`src/rtl/abs_pkg.sv`:
```
// alarm buzzer sequencer package: beep phase codes, register indexes and reset values
// used by the top level alarm_buzzer_sequencer; no dependencies
package abs_pkg;

  // entry double beep phases
  typedef enum logic [2:0] {
    PH_IDLE  = 3'd0,
    PH_BEEP1 = 3'd1,
    PH_GAP   = 3'd2,
    PH_BEEP2 = 3'd3,
    PH_DONE  = 3'd4
  } beep_phase_e;

  // configuration register indexes
  typedef enum logic [2:0] {
    REG_HOLD_TIME   = 3'd0,
    REG_MUTE_TIME   = 3'd1,
    REG_BEEP_TIME   = 3'd2,
    REG_GAP_TIME    = 3'd3,
    REG_FIRST_TONE  = 3'd4,
    REG_HALF_PERIOD = 3'd5
  } cfg_reg_e;

  localparam int unsigned CfgIdxW  = 3;
  localparam int unsigned CfgDataW = 32;
  localparam int unsigned NowW     = 32;
  localparam int unsigned InDataW  = 40;  // now_ms, button, condition, mute value, padding
  localparam int unsigned OutDataW = 8;   // four result fields, padding

  localparam logic [15:0] HoldTimeRst   = 16'd2000;
  localparam logic [31:0] MuteTimeRst   = 32'd300000;
  localparam logic [15:0] BeepTimeRst   = 16'd100;
  localparam logic [15:0] GapTimeRst    = 16'd100;
  localparam logic [15:0] FirstToneRst  = 16'd200;
  localparam logic [15:0] HalfPeriodRst = 16'd500;

  // result fields registered at the output
  typedef struct packed {
    logic       buzzer_on;
    logic       buzzer_enabled;
    logic       alarm_active;
    logic [2:0] beep_phase;
  } result_t;

endpackage

```
`src/rtl/alarm_buzzer_sequencer.sv`:
```
// alarm buzzer sequencer top level: input register, single-pass state update, result register
// depends on abs_pkg

// Alarm buzzer controller. Each request is an update tick (tuser 0) or a remote mute/unmute
// request (tuser 1), both stamped with a millisecond time; time differences wrap modulo
// 2^TIME_BITS. A request is held in an input register, the whole state update is one pass
// of compare-and-select logic, and the result lands in an output register; the throughput
// is one request per cycle while the result side keeps taking data. Configuration writes are
// taken at once (cfg_ready_o is always high) and must only be issued while no request is in
// flight; a write to an index beyond the six registers is ignored.
module alarm_buzzer_sequencer
  import abs_pkg::*;
#(
  parameter int unsigned TIME_BITS = 32
) (
  input  logic                clk_i,
  input  logic                rst_ni,
  // request channel
  input  logic                s_axis_tvalid,
  output logic                s_axis_tready,
  // now_ms[31:0], button_pressed[32], alarm_condition[33], mute_value[34], zeros[39:35]
  input  logic [InDataW-1:0]  s_axis_tdata,
  // func[0]: 0 update tick, 1 mute request
  input  logic                s_axis_tuser,
  // result channel
  output logic                m_axis_tvalid,
  input  logic                m_axis_tready,
  // buzzer_on[0], buzzer_enabled[1], alarm_active[2], beep_phase_out[5:3], zeros[7:6]
  output logic [OutDataW-1:0] m_axis_tdata,
  // configuration write channel
  input  logic                cfg_valid_i,
  output logic                cfg_ready_o,
  input  logic [CfgIdxW-1:0]  cfg_index_i,
  input  logic [CfgDataW-1:0] cfg_data_i
);

  localparam int unsigned TW = TIME_BITS;
  localparam int unsigned CW = (TIME_BITS > 32) ? TIME_BITS : 32;

  // configuration registers
  logic [15:0] hold_time_q, beep_time_q, gap_time_q, first_tone_q, half_period_q;
  logic [31:0] mute_time_q;

  // input register
  logic          in_valid_q, in_valid_d;
  logic          func_q;
  logic [TW-1:0] now_q;
  logic          pressed_q, cond_q, mute_val_q;

  // controller state
  logic          enabled_q, enabled_d;
  logic          active_q, active_d;
  logic [TW-1:0] mute_start_q, mute_start_d;
  logic          last_btn_q, last_btn_d;
  logic          hold_done_q, hold_done_d;
  logic [TW-1:0] btn_time_q, btn_time_d;
  logic [2:0]    phase_q, phase_d;
  logic [TW-1:0] beep_mark_q, beep_mark_d;
  logic [TW-1:0] alarm_start_q, alarm_start_d;
  logic [TW-1:0] toggle_mark_q, toggle_mark_d;
  logic          tone_q, tone_d;
  logic          buzz_q, buzz_d;

  // result register
  logic    out_valid_q, out_valid_d;
  result_t res_q;

  logic s_acc, advance, work;

  assign advance       = !out_valid_q || m_axis_tready;
  assign s_axis_tready = !in_valid_q || advance;
  assign s_acc         = s_axis_tvalid && s_axis_tready;
  assign work          = in_valid_q && advance;
  assign in_valid_d    = s_acc || (in_valid_q && !advance);
  assign out_valid_d   = work || (out_valid_q && !m_axis_tready);
  assign cfg_ready_o   = 1'b1;

  assign m_axis_tvalid = out_valid_q;
  assign m_axis_tdata  = {{(OutDataW - 6){1'b0}}, res_q.beep_phase, res_q.alarm_active,
                          res_q.buzzer_enabled, res_q.buzzer_on};

  always_ff @(posedge clk_i or negedge rst_ni) begin
    if (!rst_ni) begin
      hold_time_q   <= HoldTimeRst;
      mute_time_q   <= MuteTimeRst;
      beep_time_q   <= BeepTimeRst;
      gap_time_q    <= GapTimeRst;
      first_tone_q  <= FirstToneRst;
      half_period_q <= HalfPeriodRst;
    end else if (cfg_valid_i && cfg_ready_o) begin
      case (cfg_index_i)
        REG_HOLD_TIME:   hold_time_q   <= cfg_data_i[15:0];
        REG_MUTE_TIME:   mute_time_q   <= cfg_data_i;
        REG_BEEP_TIME:   beep_time_q   <= cfg_data_i[15:0];
        REG_GAP_TIME:    gap_time_q    <= cfg_data_i[15:0];
        REG_FIRST_TONE:  first_tone_q  <= cfg_data_i[15:0];
        REG_HALF_PERIOD: half_period_q <= cfg_data_i[15:0];
        default: ;
      endcase
    end
  end

  // request payload needs no reset
  always_ff @(posedge clk_i) begin
    if (s_acc) begin
      func_q     <= s_axis_tuser;
      now_q      <= TW'(s_axis_tdata[NowW-1:0]);
      pressed_q  <= s_axis_tdata[NowW];
      cond_q     <= s_axis_tdata[NowW+1];
      mute_val_q <= s_axis_tdata[NowW+2];
    end
  end

  always_ff @(posedge clk_i) begin
    if (work) begin
      res_q.buzzer_on      <= buzz_d;
      res_q.buzzer_enabled <= enabled_d;
      res_q.alarm_active   <= active_d;
      res_q.beep_phase     <= phase_d;
    end
  end

  always_ff @(posedge clk_i or negedge rst_ni) begin
    if (!rst_ni) begin
      in_valid_q    <= 1'b0;
      out_valid_q   <= 1'b0;
      enabled_q     <= 1'b1;
      active_q      <= 1'b0;
      mute_start_q  <= '0;
      last_btn_q    <= 1'b1;
      hold_done_q   <= 1'b0;
      btn_time_q    <= '0;
      phase_q       <= PH_IDLE;
      beep_mark_q   <= '0;
      alarm_start_q <= '0;
      toggle_mark_q <= '0;
      tone_q        <= 1'b0;
      buzz_q        <= 1'b0;
    end else begin
      in_valid_q  <= in_valid_d;
      out_valid_q <= out_valid_d;
      if (work) begin
        enabled_q     <= enabled_d;
        active_q      <= active_d;
        mute_start_q  <= mute_start_d;
        last_btn_q    <= last_btn_d;
        hold_done_q   <= hold_done_d;
        btn_time_q    <= btn_time_d;
        phase_q       <= phase_d;
        beep_mark_q   <= beep_mark_d;
        alarm_start_q <= alarm_start_d;
        toggle_mark_q <= toggle_mark_d;
        tone_q        <= tone_d;
        buzz_q        <= buzz_d;
      end
    end
  end

  // one pass over the request, in the order the controller evaluates it
  always_comb begin
    logic [TW-1:0] el_btn, el_mute, el_beep, el_alarm, el_toggle;
    logic          seq_busy;
    enabled_d     = enabled_q;
    active_d      = active_q;
    mute_start_d  = mute_start_q;
    last_btn_d    = last_btn_q;
    hold_done_d   = hold_done_q;
    btn_time_d    = btn_time_q;
    phase_d       = phase_q;
    beep_mark_d   = beep_mark_q;
    alarm_start_d = alarm_start_q;
    toggle_mark_d = toggle_mark_q;
    tone_d        = tone_q;
    buzz_d        = buzz_q;
    seq_busy      = 1'b0;
    el_btn        = '0;
    el_mute       = '0;
    el_beep       = '0;
    el_alarm      = '0;
    el_toggle     = '0;

    if (func_q) begin
      if (mute_val_q) begin
        enabled_d    = 1'b0;
        buzz_d       = 1'b0;
        active_d     = 1'b0;
        mute_start_d = now_q;
      end else begin
        enabled_d = 1'b1;
        // a running double beep is left alone
        if (phase_q == PH_IDLE) begin
          phase_d     = PH_BEEP1;
          beep_mark_d = now_q;
          buzz_d      = 1'b1;
        end
      end
    end else begin
      if (pressed_q != last_btn_q) begin
        btn_time_d  = now_q;
        last_btn_d  = pressed_q;
        hold_done_d = 1'b0;
      end
      el_btn = now_q - btn_time_d;
      if (pressed_q && !hold_done_d && CW'(el_btn) >= CW'(hold_time_q)) begin
        hold_done_d = 1'b1;
        if (enabled_q) begin
          enabled_d    = 1'b0;
          buzz_d       = 1'b0;
          active_d     = 1'b0;
          mute_start_d = now_q;
        end else begin
          enabled_d = 1'b1;
          if (phase_q == PH_IDLE) begin
            phase_d     = PH_BEEP1;
            beep_mark_d = now_q;
            buzz_d      = 1'b1;
          end
        end
      end
      el_mute = now_q - mute_start_d;
      if (!enabled_d && CW'(el_mute) > CW'(mute_time_q)) begin
        enabled_d = 1'b1;
      end

      if (!enabled_d) begin
        buzz_d   = 1'b0;
        active_d = 1'b0;
        phase_d  = PH_IDLE;
      end else begin
        el_beep = now_q - beep_mark_d;
        case (phase_d)
          PH_BEEP1: begin
            seq_busy = 1'b1;
            if (CW'(el_beep) >= CW'(beep_time_q)) begin
              buzz_d = 1'b0; phase_d = PH_GAP; beep_mark_d = now_q;
            end
          end
          PH_GAP: begin
            seq_busy = 1'b1;
            if (CW'(el_beep) >= CW'(gap_time_q)) begin
              buzz_d = 1'b1; phase_d = PH_BEEP2; beep_mark_d = now_q;
            end
          end
          PH_BEEP2: begin
            seq_busy = 1'b1;
            if (CW'(el_beep) >= CW'(beep_time_q)) begin
              buzz_d = 1'b0; phase_d = PH_DONE; beep_mark_d = now_q;
            end
          end
          PH_DONE: begin
            phase_d = PH_IDLE;
            if (active_d) begin
              alarm_start_d = now_q;
              toggle_mark_d = now_q;
              tone_d        = 1'b1;
              buzz_d        = 1'b1;
            end else begin
              buzz_d = 1'b0;
            end
          end
          default: ;
        endcase

        if (!seq_busy) begin
          el_alarm  = now_q - alarm_start_d;
          el_toggle = now_q - toggle_mark_d;
          if (cond_q) begin
            if (!active_d && phase_d == PH_IDLE) begin
              // condition rising: entry double beep first
              active_d    = 1'b1;
              phase_d     = PH_BEEP1;
              beep_mark_d = now_q;
              buzz_d      = 1'b1;
            end else if (CW'(el_alarm) < CW'(first_tone_q)) begin
              if (!tone_d) begin
                tone_d = 1'b1;
                buzz_d = 1'b1;
              end
            end else if (CW'(el_toggle) >= CW'(half_period_q)) begin
              // advance the mark by the period, not to now, so the rhythm does not drift
              toggle_mark_d = toggle_mark_d + TW'(half_period_q);
              tone_d        = !tone_d;
              buzz_d        = tone_d;
            end
          end else begin
            buzz_d   = 1'b0;
            active_d = 1'b0;
            phase_d  = PH_IDLE;
          end
        end
      end
    end
  end

  a_muted_silent: assert property (@(posedge clk_i) disable iff (!rst_ni)
    out_valid_q && !res_q.buzzer_enabled |-> !res_q.buzzer_on && !res_q.alarm_active)
    else $error("muted result shows buzzer or alarm active");

  a_phase_range: assert property (@(posedge clk_i) disable iff (!rst_ni)
    phase_q == PH_IDLE || phase_q == PH_BEEP1 || phase_q == PH_GAP ||
    phase_q == PH_BEEP2 || phase_q == PH_DONE)
    else $error("beep phase outside its sequence");

  a_held_request: assert property (@(posedge clk_i) disable iff (!rst_ni)
    in_valid_q && !advance |=> in_valid_q && $stable(now_q))
    else $error("stalled request lost from the input register");

  a_beep_needs_enable: assert property (@(posedge clk_i) disable iff (!rst_ni)
    work && func_q == 1'b0 && phase_d != PH_IDLE |-> enabled_d)
    else $error("beep sequence running while muted after a tick");

endmodule

```
`config.mk`:
```
export PLATFORM = sky130hd
export DESIGN_NAME = alarm_buzzer_sequencer
export DESIGN_NICKNAME = d
export VERILOG_FILES = /design/src/rtl/abs_pkg.sv /design/src/rtl/alarm_buzzer_sequencer.sv
export SDC_FILE = /design/constraint.sdc
export NUM_CORES = 1
export LEC_CHECK = 0
export BUFFER_PORTS_ARGS = -buffer_cell sky130_fd_sc_hd__buf_2
export CORE_MARGIN = 1
export CORE_UTILIZATION = 58
export CTS_BUF_LIST = sky130_fd_sc_hd__clkbuf_16
export CTS_CLUSTER_DIAMETER = 120
export DETAILED_ROUTE_END_ITERATION = 6
export PLACE_DENSITY = 0.8
export SLEW_MARGIN = 20
export SYNTH_ARGS = -nofsm -noshare
export SYNTH_HDL_FRONTEND = slang
export SYNTH_SLANG_ARGS = --single-unit
```
`constraint.sdc`:
```
create_clock -name clk_i -period 14.5 [get_ports clk_i]
set_input_delay 1.45 -clock clk_i [delete_from_list [all_inputs] [get_ports clk_i]]
set_output_delay 1.45 -clock clk_i [all_outputs]
set_load 0.02 [all_outputs]
```
## Word level (Yosys, flattened, before mapping)

Cells that the tools add are included.

- Flip-flop bits (word level): 325
- Output and inout port bits: 11
- Input bits: 81

- Eq/ne operators: 12
- Add/sub/neg operators: 6
- Bitwise operators: 1
- Multiplexer cells: 96
- Magnitude comparators: 6
- Reduce and logical (&&, ||, !) cells: 36

Operators by type and width:

| operator | number |
|---|---|
| 2-to-1 mux 32 bit | 32 |
| subtractor 32 bit | 5 |
| greater-or-equal comparator 32 x 16 -> 1 bit | 4 |
| case mux 32 bit (2 select lines) | 1 |
| 2-to-1 mux 1 bit | 46 |
| 2-to-1 mux 3 bit | 15 |
| adder 32 x 16 -> 32 bit | 1 |
| greater-than comparator 32 bit | 1 |
| < comparator 32 x 16 -> 1 bit | 1 |
| AND reduction 2 bit | 9 |
| equality test 3 x 2 -> 1 bit, second input constant | 4 |
| case mux 3 bit (4 select lines) | 1 |
| equality test 3 bit, second input constant | 3 |
| zero test 3 bit | 3 |
| logical AND 1 bit | 8 |
| zero test 1 bit | 8 |
| equality test 3 x 1 -> 1 bit, second input constant | 2 |
| AND reduction 3 bit | 2 |
| logical OR 1 bit | 4 |
| case mux 1 bit (3 select lines) | 1 |
| OR reduction 3 bit | 1 |
| inequality test 2 x 1 -> 1 bit, second input constant | 1 |
| inequality test 2 bit, second input constant | 1 |
| OR reduction 2 bit | 1 |
| 2 further kinds | 2 |

## Depth between registers and ports, before layout

Gate-level depths: netlist of run 1.

- Depth after elaboration: 24
- Depth in mapped cells: 70
- Depth with buffers taken out: 64

## Worst setup path before layout of run 1

No wires, ideal clock.

- Path type: register to register
- Start: register pressed_q
- End: register phase_q[2]
- Clock period less this slack: 13658 ps
- Path slack: 842 ps
- Cell stages (with the launch flop): 65
- Arrival: 13518 ps
- Path buffers: 7
- Path through: edfxtp_1 -> xnor2_1 -> clkbuf_1 -> buf_1 -> clkbuf_1 -> nand2_1 -> o21ai_0 -> ha_1 -> nor2_1 -> o41ai_1 -> o311ai_1 -> a21oi_1 -> o21ai_0 -> xor2_1 -> ha_1 -> a21o_1 -> a21o_1 -> a21boi_0 -> [29 not listed] -> or4_1 -> a31o_2 -> a21oi_1 -> xnor2_1 -> ha_1 -> nand4_1 -> nor4_1 -> nand3_1 -> inv_1 -> or3_1 -> o22ai_1 -> a311oi_1 -> or2_2 -> clkbuf_1 -> inv_1 -> nand2_1 -> clkbuf_1 -> o22ai_1

- Word-level cells in the longest chain between the ends: 21
- Elaborated cells on any way between the ends: 51

RTL lines:

| what | line | RTL |
|---|---|---|
| from (decl) | alarm_buzzer_sequencer.sv:48 | `logic pressed_q, cond_q, mute_val_q;` |
| from (signal assigned) | alarm_buzzer_sequencer.sv:108 | `pressed_q <= s_axis_tdata[NowW];` |
| inequality test 1 bit | alarm_buzzer_sequencer.sv:198 | `if (pressed_q != last_btn_q) begin` |
| 2-to-1 mux 32 bit / 2-to-1 mux 1 bit (equally long branches) | alarm_buzzer_sequencer.sv:198 |  |
| 2-to-1 mux 32 bit / 2-to-1 mux 1 bit (equally long branches) | alarm_buzzer_sequencer.sv:182 | `if (func_q) begin` |
| subtractor 32 bit / zero test 1 bit (equally long branches) | alarm_buzzer_sequencer.sv:203, alarm_buzzer_sequencer.sv:204 |  |
| greater-or-equal comparator 32 x 16 -> 1 bit / logical AND 1 bit (equally long branches) | alarm_buzzer_sequencer.sv:204 | `if (pressed_q && !hold_done_d && CW'(el_btn) >= CW'(hold_time_q)) begin` |
| logical AND 1 bit (*) | alarm_buzzer_sequencer.sv:204 |  |
| 2-to-1 mux 32 bit | alarm_buzzer_sequencer.sv:204 |  |
| 2-to-1 mux 32 bit | alarm_buzzer_sequencer.sv:182 |  |
| [5 not listed] | n/a |  |
| 2-to-1 mux 3 bit | alarm_buzzer_sequencer.sv:182 |  |
| zero test 3 bit | alarm_buzzer_sequencer.sv:268 | `if (!active_d && phase_d == PH_IDLE) begin` |
| logical AND 1 bit | alarm_buzzer_sequencer.sv:268 |  |
| 2-to-1 mux 3 bit | alarm_buzzer_sequencer.sv:268 |  |
| 2-to-1 mux 3 bit | alarm_buzzer_sequencer.sv:267 | `if (cond_q) begin` |
| 2-to-1 mux 3 bit | alarm_buzzer_sequencer.sv:264 | `if (!seq_busy) begin` |
| 2-to-1 mux 3 bit (*) | alarm_buzzer_sequencer.sv:225 | `if (!enabled_d) begin` |
| 2-to-1 mux 3 bit (*) | alarm_buzzer_sequencer.sv:182 |  |
| to (signal assigned) | alarm_buzzer_sequencer.sv:149 | `phase_q <= phase_d;` |
| to (decl) | alarm_buzzer_sequencer.sv:57 | `logic [2:0] phase_q, phase_d;` |

Every way passes the cells marked *; elsewhere a longest branch is shown, timed or not. The select of a mux whose other input is x is not followed.
A chain may end at the register's enable or synchronous reset.

## Final worst setup path of run 1

- Start: register pressed_q
- End: register beep_mark_q[1]

- Word-level cells in the longest chain between the ends: 21
- Elaborated cells on any way between the ends: 55

RTL lines:

| what | line | RTL |
|---|---|---|
| inequality test 1 bit | alarm_buzzer_sequencer.sv:198 |  |
| 2-to-1 mux 32 bit / 2-to-1 mux 1 bit (equally long branches) | alarm_buzzer_sequencer.sv:198 |  |
| 2-to-1 mux 32 bit / 2-to-1 mux 1 bit (equally long branches) | alarm_buzzer_sequencer.sv:182 |  |
| subtractor 32 bit / zero test 1 bit (equally long branches) | alarm_buzzer_sequencer.sv:203, alarm_buzzer_sequencer.sv:204 |  |
| greater-or-equal comparator 32 x 16 -> 1 bit / logical AND 1 bit (equally long branches) | alarm_buzzer_sequencer.sv:204 |  |
| logical AND 1 bit (*) | alarm_buzzer_sequencer.sv:204 |  |
| 2-to-1 mux 32 bit | alarm_buzzer_sequencer.sv:204 |  |
| 2-to-1 mux 32 bit | alarm_buzzer_sequencer.sv:182 |  |
| [5 not listed] | n/a |  |
| 2-to-1 mux 3 bit | alarm_buzzer_sequencer.sv:182 |  |
| zero test 3 bit | alarm_buzzer_sequencer.sv:268 |  |
| logical AND 1 bit | alarm_buzzer_sequencer.sv:268 |  |
| 2-to-1 mux 32 bit | alarm_buzzer_sequencer.sv:268 |  |
| 2-to-1 mux 32 bit | alarm_buzzer_sequencer.sv:267 |  |
| 2-to-1 mux 32 bit | alarm_buzzer_sequencer.sv:264 |  |
| 2-to-1 mux 32 bit (*) | alarm_buzzer_sequencer.sv:225 |  |
| 2-to-1 mux 32 bit (*) | alarm_buzzer_sequencer.sv:182 |  |
| to (signal assigned) | alarm_buzzer_sequencer.sv:150 | `beep_mark_q <= beep_mark_d;` |
| to (decl) | alarm_buzzer_sequencer.sv:58 | `logic [TW-1:0] beep_mark_q, beep_mark_d;` |

Marks and branches as above.

==> results of run 1 <==
-- flip-flops by register name, summed over array words and instances (netlist names), 3 cells and up --
name,flops
now_q,32
beep_time_q,16
gap_time_q,16
btn_time_q,32
mute_start_q,32
toggle_mark_q,32
half_period_q,16
m_axis_tdata,6
hold_time_q,16
mute_time_q,32
alarm_start_q,32
beep_mark_q,32
phase_q,3
first_tone_q,16
-- cell usage after synthesis (38+ instances only) --
cell type	count	area, sq um
o221ai_1	38	333
mux2_2	67	754
inv_1	232	871
a21o_1	78	586
o211ai_1	38	285
edfxtp_1	42	1260
nand3_1	69	345
clkbuf_1	137	514
nand4_1	41	257
xor2_1	47	412
nor3_1	62	310
xnor2_1	85	744
a21oi_1	314	1570
dfrtp_1	252	6310
nor2b_1	44	275
o21a_1	38	285
nand2b_1	62	388
mux2i_1	76	761
nand2_1	424	1590
ha_1	262	3280
o21ai_0	280	1400
nor2_1	296	1110
-- stage by stage --
stage / std cells / total power, W / util (%) / cell area (sq um)
after floorplan: 3478 / 0.00450 / - / 28100
after global placement: 4078 / 0.00540 / 61.2 / 29200
after detailed placement: 4078 / 0.00549 / 61.2 / 29200
after CTS: 4150 / 0.00659 / 64.1 / 30600
after global routing: 4153 / 0.00721 / 64.3 / 30700
final: 4153 / 0.00667 / 64.3 / 30700
-- worst paths after layout --
check                                       start                end  slack, ns  depth (start not counted)
worst min register to register  toggle_mark_q[27]  toggle_mark_q[27]       0.48                          2
worst max-delay path                    pressed_q     beep_mark_q[1]       0.70                         63
worst max register to register          pressed_q     beep_mark_q[1]       0.70                         63
min in group asynchronous                  rst_ni     mute_time_q[4]       0.92                          1
max in group asynchronous                  rst_ni  alarm_start_q[28]      12.12                          2
worst min-delay path            toggle_mark_q[27]  toggle_mark_q[27]       0.48                          2
-- cells by family after synthesis --
group	after synthesis	share of synthesized area [%]
fa+ha+maj	284	12.6
compound gates	1045	23.5
flops	325	29.9
buf+inv	404	5.53
xor+xnor	133	4.18
other cells	2	0.0267
mux	143	5.40
simple gates	1141	18.9
-- routing by layer --
layer | global-route usage, % | up-vias
met3 | 4.68 | 214
met4 | 14.1 | 0
met1 | 45.3 | 12400
li1 | - | 12500
met2 | 53.4 | 1203
met5 | 0 | -
-- power breakdown --
part / internal [W] / switching [W] / total, W
clock: 0.000636 / 0.000420 / 0.00106
combinational: 0.00171 / 0.00249 / 0.00421
sequential: 0.00120 / 0.000208 / 0.00141
total: 0.00355 / 0.00312 / 0.00667
-- layout by cell type, fill, tap and decap left out, types with 29 or more instances in the layout --
master       n
a21o_1      77
a21oi_1    311
buf_2       82
buf_4       70
clkbuf_16   39
dfrtp_1    252
dfstp_2     31
edfxtp_1    42
ha_1       262
inv_1      237
mux2_2      67
mux2i_1     76
nand2_1    422
nand2b_1    61
nand3_1     69
nand4_1     41
nor2_1     292
nor2b_1     44
nor3_1      60
o211ai_1    38
o21a_1      38
o21ai_0    279
o21bai_1    29
o221ai_1    38
xnor2_1     84
xor2_1      47
-- what timing repair did --
item                                    in CTS  in global routing
gates resized for setup                      0                 14
setup buffers                                0                  1
endpoints found under the setup margin       0                109
-- worst register-to-register path: cells and delay by family, from the launching register on --
family	cells	cell delay, ns
AOI/OAI and AO/OA	30	5.42
and+or+nand+nor	21	4.98
adders and majority gates	5	1.48
xor gates and xnor gates	3	0.67
buffers and inverters	4	0.66
DFF	1	0.54
-- final cells by class --
cell class	count	area [sq um]	share of cell area (%)
repair buffers	155	973	3.17
clock inverters	33	377	1.23
well taps	615	769	2.51
inverters	236	886	2.89
clock buffers	39	976	3.18
multi-input cells	2749	18300	59.7
diodes	1	2.50	0.00816
flip-flops and latches	325	8380	27.3
==> results.ini, run 1 <==
[outcome]
status = finished clean

[floorplan]
die_area_sq_um = 49300
die_h_um = 222
rows = 80
core_sq_um = 47700
pin_count = 92
initial_core_util_pct = 58.8
die_x_um = 222

[detailed_routing]
routedWlPerCell_um = 20.1
drcViolationCount = 0
dr.pass1.iters = 6
wirelength_um = 83500
route.met2.wl_um = 37400
vias_per_cell = 6.36
top_layer_used = met4
drt.antenna.violating_nets = 0
wl_met1_um = 35700
drtIter0Drc = 2632
num_vias = 26400
wl_met3_um = 7190

[worst_setup_path]
crit_top_cell = a21oi_1
critical-path-top-delay-family = compound AO/OA/AOI/OAI gates
cp_num_buf_inv = 4
critPathKind = flip-flop to flip-flop
critPathLaunchType = flip-flop
critical_path.max_stage_delay_ns = 0.57
cp_slowest_cell = or4_1
cp_max_fo = 22
end_kind = flip-flop
worstPathRequired_ns = 14.98
cp.arrival_ns = 14.29

[hold_path]
hold_class = flip-flop to flip-flop

[global_routing]
grt_first_pass_wirelength_um = 132000
antenna_found_initial = 1
grt_max_degree = 99
grt_overflow = 0
track_usage_pct = 33.4
grt_pass1_vias = 24900

[finish]
layout-drive-gt1-share_pct = 10.7
syn_to_final_growth_pct = 9.26
fill_cells = 4060
fin_nets = 3853

[place]
place_worst_setup_slack_ns = 0.135
place_congestion = 1.01
io_buffers = 83
dp.final_hpwl_um = 62600

[sta]
skew_ns = 0.0265
finalHoldViolations = 0
rsz0062_at_grt = no
max_slew.worst_pin.slew_ns = 1.18
whs_ns = 0.477
drv_slew = 0
fmax_mhz = 72.4
finalSetupTns_ns = 0
relSlewSlack_pct = 21.0
worst_slack_ns = 0.696
setup-violations-final = 0
min_period_ns = 13.80
finalCritPeriodShare_pct = 95.2

[synth]
ys_seq_area_share_pct = 29.9
ys_async_sr_fraction_pct = 87.1
synth_edf_count = 42
yosysUniqueCellTypes = 99
syn-instance-count = 3477
avgSynthCellArea_sq_um = 8.08
synth_flop_cell = dfrtp_1
ys_seq_elements = 325
ys_warn_count = 0
synth_area_sq_um = 28100

[pwr]
powerDensity_nw_per_um2 = 218
peakVddDrop_v = 0.000138
p_leak_nw = 13.9

[cts]
clk_path_buf_depth = 3
postCtsHoldBufs = 0
clk_pin_slew_ns = 0.06
root_buffer = clkbuf_16
htreeDepth = 2
numCtsBuffers = 39
clk_latency_ns = 0.58
cts.sinks = 325
cts_tree = built

[flow_run]
cap_violations = 0

No activity file was read; power rests on OpenSTA's default activity.
==> run 2: changes to the inputs <==
Settings changed: CORE_UTILIZATION 58 to 59, CTS_BUF_LIST sky130_fd_sc_hd__clkbuf_16 to sky130_fd_sc_hd__clkbuf_2 sky130_fd_sc_hd__clkbuf_4 sky130_fd_sc_hd__clkbuf_8, CTS_CLUSTER_SIZE set to 14, PLACE_DENSITY 0.8 to 0.81.
==> run 2 against run 1 <==
Net effect:
- the flow now finishes with violations (DRC)
- highest routed layer is now met5
- global-route usage increased by 0.29 points
- count of clock-buffer cells in the layout increased by 9
- largest cell class unchanged
- fmax increased by 2.1%
- hold slack improved by 0.011 ns
- non-clock buffer count increased by 2
- first-iteration DRC count decreased by 10%
- routed wire length decreased by 3.1%
- final area decreased by 2.7%
- critical path depth unchanged
- die area decreased by 1.7%
- largest power group unchanged
==> results.ini, run 2 (synthesis gave the netlist of run 1 again) <==
[outcome]
status = finished, violations left
violations = DRC

[worst_setup_path]
end_kind = flip-flop
r2r-start = pressed_q
critPathKind = flip-flop to flip-flop
cp_max_fo = 52  ; +140%
crit_top_cell = a21oi_1
ff2ff_path_depth = 63  ; unchanged
cp.arrival_ns = 14.17  ; -0.12 ns
worst_r2r_endpoint = toggle_mark_q[31]
critical_path.max_stage_delay_ns = 0.51  ; -0.06 ns
critPathLaunchType = flip-flop
cp_slowest_cell = edfxtp_1
reg2reg_slack_ns = 0.97  ; +0.28 ns
worstPathRequired_ns = 15.15  ; +0.17 ns
cp_num_buf_inv = 8  ; +4
critical-path-top-delay-family = compound AO/OA/AOI/OAI gates

[sta]
setup-violations-final = 0  ; unchanged
max_slew.worst_pin.slew_ns = 1.16  ; -0.0224 ns
worst_slack_ns = 0.973  ; +0.278 ns
finalHoldViolations = 0  ; unchanged
skew_ns = 0.0610  ; +0.0345 ns
finalSetupTns_ns = 0  ; unchanged
rsz0062_at_grt = no
fmax_mhz = 73.9  ; +2.1%
relSlewSlack_pct = 22.8  ; +1.8 points
finalCritPeriodShare_pct = 93.3  ; -1.9 points
min_period_ns = 13.53  ; -0.278 ns
drv_slew = 0  ; unchanged

[hold_path]
holdPathStages = 2  ; unchanged
whs_endpoint = toggle_mark_q[27]
hold_class = flip-flop to flip-flop
hold_start = toggle_mark_q[27]

[finish]
fin_nets = 3843  ; -0.26%
layout-drive-gt1-share_pct = 10.4  ; -0.31 points
layout_commonest_cell = nand2_1
final_cell_mix = nand2_1 (424), a21oi_1 (313), nor2_1 (292)
syn_to_final_growth_pct = 6.35

[cts]
clk_latency_ns = 0.70  ; +0.12 ns
clk_pin_slew_ns = 0.12  ; +0.06 ns
cts_tree = built
numCtsBuffers = 27  ; -31%
htreeDepth = 1  ; -1
postCtsHoldBufs = 0  ; unchanged
root_buffer = clkbuf_8
clk_path_buf_depth = 3  ; unchanged
cts.sinks = 325  ; unchanged

[detailed_routing]
drcViolationCount = 11  ; +11
drtIter0Drc = 2369  ; -10%
wirelength_um = 80900  ; -3.1%
num_vias = 26100  ; -1.1%
dr.pass1.iters = 7  ; +1
drt.antenna.violating_nets = 0  ; unchanged
routedWlPerCell_um = 19.6  ; -2.5%
vias_per_cell = 6.33  ; -0.47%

[floorplan]
initial_core_util_pct = 60.1  ; +1.2 points
die_x_um = 220  ; -0.84%
rows = 79  ; -1.3%
core_sq_um = 46800  ; -2.1%
die_h_um = 220  ; -0.84%
pin_count = 92  ; unchanged
die_area_sq_um = 48500  ; -1.7%

[global_routing]
grt_max_degree = 97  ; -2.0%
grt_first_pass_wirelength_um = 130000  ; -1.4%
grt_pass1_vias = 24900  ; +0.23%
antenna_found_initial = 4  ; +3
grt_overflow = 0  ; unchanged
track_usage_pct = 33.7  ; +0.29 points

[pwr]
powerDensity_nw_per_um2 = 206  ; -5.4%
p_leak_nw = 13.5  ; -2.7%
peakVddDrop_v = 0.000138  ; -0.27%

[place]
place_congestion = 0.993  ; -1.5%
place_worst_setup_slack_ns = 0.425  ; +0.290 ns
dp.final_hpwl_um = 61500  ; -1.8%
io_buffers = 83  ; unchanged

[flow_run]
cap_violations = 0  ; unchanged

==> run 2: changes by cell type in the layout (fill, tap and decap cells not counted), moves of 3 or more <==
cell | before | now
clkbuf_4 | 0 | 21
clkbuf_16 | 39 | 0
inv_1 | 237 | 232
clkinvlp_4 | 5 | 0
bufinv_16 | 8 | 0
clkinv_2 | 7 | 0
inv_6 | 3 | 0
clkinv_1 | 9 | 4
clkbuf_8 | 0 | 27
==> run 2: where the power goes <==
| part | leakage (nW) | switching, W | internal, W |
|---|---|---|---|
| clock network | 0.304 | 0.000343 | 0.000232 |
| registers | 3.72 | 0.000204 | 0.00120 |
| logic | 9.50 | 0.00245 | 0.00171 |
==> run 2: timing repair <==
action | CTS | global route
setup endpoints to repair | 0 | 109
buffers inserted | 0 | 1
gates resized for setup | 0 | 15
==> run 2: stage by stage <==
| stage | total power [W] | util (%) | instances | area [sq um] | hold WS (ns) |
|---|---|---|---|---|---|
| finish | 0.00615 | 63.9 | 4126 | 29900 | 0.488 |
| global route | 0.00670 | 63.9 | 4126 | 29900 | 0.515 |
| CTS | 0.00607 | 63.7 | 4122 | 29800 | 0.491 |
| detailed placement | 0.00548 | 62.5 | 4072 | 29200 | 0.470 |
| global placement | 0.00537 | 62.5 | 4072 | 29200 | 0.460 |
| floorplan | 0.00450 | - | 3478 | 28100 | 0.446 |
==> run 2: area by class of cell <==
cell class	instances	area, sq um
sequential	325	8380
clock inverter	2	27.5
clock buffer	48	529
multi-input combinational	2749	18300
tap	607	759
antenna	2	5.00
inverter	236	886
timing repair buffer	157	1000
fill	4077	16900
==> run 2: worst max path at each step <==
stage                   start                 to  cells after the start
floorplan           pressed_q         phase_q[2]                     64
global placement    pressed_q   alarm_start_q[6]                     59
detailed placement  pressed_q  alarm_start_q[25]                     59
CTS                 pressed_q  alarm_start_q[25]                     59
global route        pressed_q  toggle_mark_q[31]                     62
finish              pressed_q  toggle_mark_q[31]                     63
==> run 2: per-layer routing <==
layer	part of all wire [%]	global-route usage, %	wire [um]	up-vias
li1	-	-	-	12500
met1	42	45.7	34300	12300
met2	45	53.8	36200	1062
met3	8.7	5.13	7050	221
met4	4.1	13.9	3340	2
met5	0.016	0	13	-
==> run 2: worst min-delay path: stages, from the launching register on <==
cell     delay [ns]
dfrtp_1        0.35
nand2_1        0.05
o21ai_0        0.06
